==> config.mk <==
export PLATFORM = sky130hd
export DESIGN_NAME = dcrn_ctrl
export DESIGN_NICKNAME = d
export VERILOG_FILES = /design/src/rtl/dcrn_pkg.sv /design/src/rtl/dcrn_ctrl.sv
export VERILOG_INCLUDE_DIRS = /design/src /design/src/rtl
export SDC_FILE = /design/constraint.sdc
export NUM_CORES = 1
export LEC_CHECK = 0
export ABC_CLOCK_PERIOD_IN_PS = 1500
export BUFFER_PORTS_ARGS = -buffer_cell sky130_fd_sc_hd__buf_2
export CAP_MARGIN = 20
export CORE_AREA = 2 2 39 41
export DETAILED_ROUTE_END_ITERATION = 8
export DIE_AREA = 0 0 41 43
export MAX_ROUTING_LAYER = met4
export SYNTH_ARGS = -nofsm -noshare
export SYNTH_HDL_FRONTEND = slang
export SYNTH_SLANG_ARGS = --single-unit
==> constraint.sdc <==
create_clock -name i_clk -period 1.5 [get_ports i_clk]
set_input_delay 0.075 -clock i_clk [delete_from_list [all_inputs] [get_ports i_clk]]
set_output_delay 0.075 -clock i_clk [all_outputs]
set_load 0.01 [all_outputs]
==> src/rtl/decaying_counter_ram_node_core_macros.svh <==
// Assertion macros used by the decaying counter RAM node controller.
`ifndef DECAYING_COUNTER_RAM_NODE_CORE_MACROS_SVH
`define DECAYING_COUNTER_RAM_NODE_CORE_MACROS_SVH
`ifndef SYNTH
`define DCRN_ASSERT(lbl, clk, rstn, prop) \
    lbl: assert property (@(posedge clk) disable iff (!rstn) prop) \
        else $error("dcrn assertion failed");
`define DCRN_ASSERT_ALWAYS(lbl, clk, prop) \
    lbl: assert property (@(posedge clk) prop) \
        else $error("dcrn assertion failed");
`else
`define DCRN_ASSERT(lbl, clk, rstn, prop)
`define DCRN_ASSERT_ALWAYS(lbl, clk, prop)
`endif
`endif

==> src/rtl/dcrn_pkg.sv <==
// Types and constants shared by the decaying counter RAM node modules.
`default_nettype none
package dcrn_pkg;

    localparam int ADDR_W      = 10;
    localparam int AMOUNT_W    = 8;
    localparam int READ_W      = 16;
    localparam int ABITS_W     = 4;
    localparam int MAXV_W      = 16;
    localparam int CFG_IDX_W   = 2;
    localparam int CFG_DATA_W  = 16;
    localparam int S_TDATA_W   = 24;
    localparam int S_TUSER_W   = 2;
    localparam int M_TDATA_W   = 16;

    typedef enum logic [1:0] {
        MODE_ADD   = 2'd0,
        MODE_SET   = 2'd1,
        MODE_READ  = 2'd2,
        MODE_DECAY = 2'd3
    } t_mode;

    typedef enum logic [CFG_IDX_W-1:0] {
        CFG_ADDR_BITS   = 2'd0,
        CFG_MAX_VALUE   = 2'd1,
        CFG_IGNORE_ZERO = 2'd2
    } t_cfg_idx;

    typedef struct packed {
        logic accept;
        logic sweep_start;
        logic sweep_clear;
        logic finish;
    } t_cmd;

    typedef struct packed {
        logic sweep_busy;
        logic out_free;
    } t_stat;

endpackage
`default_nettype wire

==> src/rtl/dcrn_ctrl.sv <==
// Controller state machine of the decaying counter RAM node.
`default_nettype none
`include "decaying_counter_ram_node_core_macros.svh"
module dcrn_ctrl (
    input  wire logic            i_clk,
    input  wire logic            i_rst_n,
    input  wire logic            i_in_valid,
    output logic                 o_in_ready,
    input  wire dcrn_pkg::t_mode i_mode,
    input  wire dcrn_pkg::t_stat i_stat,
    output dcrn_pkg::t_cmd       o_cmd
);
    import dcrn_pkg::*;

    typedef enum logic [2:0] {
        ST_INIT,
        ST_CLEAR,
        ST_IDLE,
        ST_SWEEP,
        ST_FINISH
    } t_state;

    t_state r_state;
    t_state n_state;

    always_comb begin
        n_state = r_state;
        o_cmd   = '0;
        unique case (r_state)
            ST_INIT: begin
                o_cmd.sweep_start = 1'b1;
                o_cmd.sweep_clear = 1'b1;
                n_state           = ST_CLEAR;
            end
            ST_CLEAR: begin
                if (!i_stat.sweep_busy) begin
                    n_state = ST_IDLE;
                end
            end
            ST_IDLE: begin
                if (i_in_valid) begin
                    o_cmd.accept = 1'b1;
                    if (i_mode == MODE_DECAY) begin
                        o_cmd.sweep_start = 1'b1;
                        n_state           = ST_SWEEP;
                    end else begin
                        n_state = ST_FINISH;
                    end
                end
            end
            ST_SWEEP: begin
                if (!i_stat.sweep_busy) begin
                    n_state = ST_FINISH;
                end
            end
            ST_FINISH: begin
                if (i_stat.out_free) begin
                    o_cmd.finish = 1'b1;
                    n_state      = ST_IDLE;
                end
            end
            default: n_state = ST_INIT;
        endcase
    end

    always_ff @(posedge i_clk) begin
        if (!i_rst_n) begin
            r_state <= ST_INIT;
        end else begin
            r_state <= n_state;
        end
    end

    assign o_in_ready = (r_state == ST_IDLE);

    `DCRN_ASSERT(a_idle_no_sweep, i_clk, i_rst_n, (r_state == ST_IDLE) |-> !i_stat.sweep_busy)
    `DCRN_ASSERT(a_accept_moves, i_clk, i_rst_n, (r_state == ST_IDLE && i_in_valid) |=> (r_state == ST_FINISH || r_state == ST_SWEEP))
    `DCRN_ASSERT(a_finish_free, i_clk, i_rst_n, o_cmd.finish |-> i_stat.out_free)
    `DCRN_ASSERT_ALWAYS(a_reset_init, i_clk, !i_rst_n |=> (r_state == ST_INIT))

endmodule
`default_nettype wire

# After elaboration in Yosys (flattened, before gate mapping)
# Cells that the tools add are included.
[word_totals]
reg_bits = 3
latchBits = 0
ram_bits = 0
rom_bits = 0
inputBits = 7
output_inout_bits = 5
wordCells = 25
memories = 0
[classes]
addsub = 0
n_mul = 0
div = 0
magnitude_cmp = 0
n_eq_ne = 9
shift = 0
muxes = 13
n_bitwise = 0
reduce_logical = 2
[op_table]
columns = ["operator", "count"]
rows = [
  ["$mux W3", 5],
  ["$pmux W3 S5", 1],
  ["$ne A2 B2 Y1 const B", 4],
  ["$eq A3 B2 Y1 const B", 2],
  ["$mux W1", 5],
  ["$reduce_and A4 Y1", 1],
  ["$eq A3 B1 Y1 const B", 1],
  ["$eq A3 B3 Y1 const B", 1],
  ["$logic_not A3 Y1", 1],
  ["$eq A2 B2 Y1 const B", 1],
  ["$mux W2", 1],
  ["$pmux W1 S2", 1],
]

# Longest topological paths before layout
[depth]
word_depth = 4
depth_mapped = 4
depth_no_buf = 3

# Worst setup path before layout
# Ideal clock, no wire load.
[synth_timing]
kind = "register to register"
from = "register r_state[2]"
to = "register r_state[1]"
t_arrival_ps = 1218
t_required_ps = 1440
setup_slack_ps = 222
path_stages_with_launch = 5
period_less_slack_ps = 1278
cell_sequence = "dfxtp_1 buf_2 nor3b_1 a32o_1 o221a_1"
[synth_between]
elab_chain_len = 3
elab_cells_between_ends = 11
[synth_rtl]
columns = ["item", "line_no", "rtl"]
rows = [
  ["from (decl)", "dcrn_ctrl.sv:23", "t_state r_state;"],
  ["from (signal assigned)", "dcrn_ctrl.sv:70", "r_state <= n_state;"],
  ["$eq A3 B2 Y1 *", "n/a", ""],
  ["net o_in_ready", "dcrn_ctrl.sv:8", "output logic o_in_ready,"],
  ["$ne A2 B2 Y1 (no source line)", "n/a", ""],
  ["$reduce_and A4 Y1 (no source line)", "n/a", ""],
]
# Mark *: on every way through the listed nets, which the timed path passes. The rest lies on a longest branch.
# A chain may end at the register's enable or synchronous reset.

==> results_dict.tcl <==
set metrics [dict create \
    insertion_delay_ps 240 \
    cts_tree "done" \
    path_buf_inv 1 \
    fin_skew_ps 4.11 \
    cp_top_family "simple AND/OR/NAND/NOR gates" \
    largest_register "r_state" \
    grt_usage_pct 8.43 \
    top_regs "r_state (3)" \
    root_buffer "clkbuf_4" \
    r2r-end "r_state[1]$_SDFFE_PN0P_" \
    power_density_mw_per_mm2 1920 \
    dieArea_mm2 0.00176 \
    hold_violations 0 \
    grt_pass1_wl_um 952 \
    synth-seq-cells 3 \
    gp_congestion 0.791 \
    synthDistinctLibCells 20 \
    vias 249 \
    antenna_found_initial 0 \
    hold_buffers 0 \
    synth_area_leaders "dfxtp_1 24%, or4b_4 11%, buf_6 9.0%" \
    htreeDepth 1 \
    finish.utilization_pct 23.5 \
    avgSynthCellArea_um2 8.67 \
    overflow 0 \
    rr_startpoint "r_state[2]$_SDFFE_PN0P_" \
    diodes 0 \
    postRouteAntennaNets 0 \
    grt_max_degree 11 \
    irDropWorstVdd_v 0.000429 \
    max_stage_delay_ps 460 \
    finalSetupTns_ps 0 \
    io_buffers 11 \
    slew_headroom_pct 77.4 \
    crit_path_top_delay_cell "dfxtp_1" \
    p_leak_nw 0.156 \
    rsz0062_at_grt "false" \
    cts.sinks 3 \
    layout_worst_path_cycle_share_pct 93.3 \
    finalPower_uw 626 \
    cts_buffers 3 \
    ios 12 \
    fill_cells 162 \
    max_cap_viol_count 0 \
    routedWlPerCell_um 10.2 \
    start_util_pct 18.2 \
    yosysSeqAreaShare_pct 23.9 \
    first_pass_iters 4 \
    cts_resized 0 \
    hold_class "in -> reg" \
    drcViolationCount 0 \
    path_max_fanout 9 \
    synthCells 29 \
    r2r_cells 3 \
    holdPathEnd "r_state[1]$_SDFFE_PN0P_" \
    synth_area_um2 251 \
    ctsLongestPathBuffers 2 \
    synth_nets 36 \
    slew_violations 0 \
    max_freq_mhz 714 \
    core_area_mm2 0.00138 \
    worst_hold_path.num_cells 2 \
    cp.required_ps 1420 \
    wl_um 579 \
    drive_above_1_share_pct 41.5 \
    dp_cells 53 \
    min_period_ps 1400 \
    worstSetupStartpointType "register" \
    fin_cells 57 \
    hp-start "i_rst_n" \
    endpoint_kind "output pin" \
    whs_ps 106 \
    largest_reg_flops 3 \
    grt_pass1_vias 240 \
    cts.reportedPaths.clkPinSlew_ps 40 \
    row_count 14 \
    setup_viol 0 \
    synth_top_area_cell "dfxtp_1" \
    path_cells "nor3b_1, and2_1, buf_2" \
    arrival_ps 1330 \
    yosys_warnings 0 \
    outcome "finished, final reports clean" \
    die_x_um 41 \
    worst_pin_slew_ps 338 \
    synth_top_cell_area_share_pct 23.9 \
    critPathKind "reg -> out" \
    die_height_um 43 \
    final_nets 49 \
    vias_per_cell 4.37 \
    cts_setup_buffers 0 \
    rrSetupSlack_ps 220 \
    drt_iter0_drc 3 \
    syn_to_final_growth_pct 29.4 \
]
==> worst max-delay path by stage <==
stage	startpoint	end	slack (ps)	cells past startpoint
floorplan	r_state[2]$_SDFFE_PN0P_	r_state[1]$_SDFFE_PN0P_	220	4
global placement	r_state[0]$_SDFFE_PN0P_	r_state[1]$_SDFFE_PN0P_	230	3
detailed placement	r_state[0]$_SDFFE_PN0P_	r_state[1]$_SDFFE_PN0P_	230	3
CTS	r_state[1]$_SDFFE_PN0P_	o_cmd[3]	90	3
global route	r_state[1]$_SDFFE_PN0P_	o_cmd[3]	30	3
finish	r_state[1]$_SDFFE_PN0P_	o_cmd[3]	100	3
==> kinds of logic after synthesis <==
kind of cell | synth area share (%)
AO/OA/AOI/OAI | 23.4
AND/OR/NAND/NOR | 32.3
XOR/XNOR | 3.48
buffers and inverters | 16.9
flip-flops | 23.9
==> placed cells by master (no fill, tap or decap), types with 2 or more instances in the layout <==
| cell | count |
|---|---|
| clkbuf_4 | 3 |
| or4b_4 | 2 |
| dfxtp_1 | 3 |
| inv_1 | 4 |
| nand2_1 | 2 |
| nor3_1 | 2 |
| buf_2 | 11 |
==> synth_stat cells, drive strengths merged <==
master	n
inv	4
buf	3
dfxtp	3
nand2	2
nand3	2
nor3	2
or4b	2
a211o	1
a21oi	1
a32o	1
and2	1
nand3b	1
nor3b	1
o2111ai	1
o221a	1
o22ai	1
o31a	1
xor2	1
==> final cells by class <==
| class | instances | area (µm²) | share of cell area [%] |
|---|---|---|---|
| clock buffer | 4 | 26.3 | 8.08 |
| inverter | 4 | 15.0 | 4.62 |
| sequential | 3 | 60.1 | 18.5 |
| timing repair buffer | 11 | 55.1 | 16.9 |
| tap | 16 | 20.0 | 6.15 |
| multi-input combinational | 19 | 149 | 45.8 |
==> worst register-to-register path: stages (launching register included) <==
cell     delay [ps]
dfxtp_1         470
or4b_4          510
nand3_2          80
o221a_1         160
==> power breakdown <==
group          internal (mW)  switching, mW
combinational          0.156          0.136
clock                 0.0999         0.0444
sequential             0.113         0.0759
==> per-layer routing <==
metal  vias to the layer above  global-route usage (%)  share of wire [%]
li1                        131                       -                  -
met1                       107                    10.3                 43
met2                         9                    10.9                 47
met3                         2                       0                6.9
met4                         0                    10.0                2.6
met5                         -                       -                  0
==> per-stage QoR <==
stage | area, µm² | worst slack [ps]
final | 325 | 99.8
after global placement | 299 | 233
after global routing | 325 | 29.1
after floorplan | 251 | 222
after CTS | 325 | 86.8
after detailed placement | 299 | 225
No activity file was read; power rests on OpenSTA's default activity.
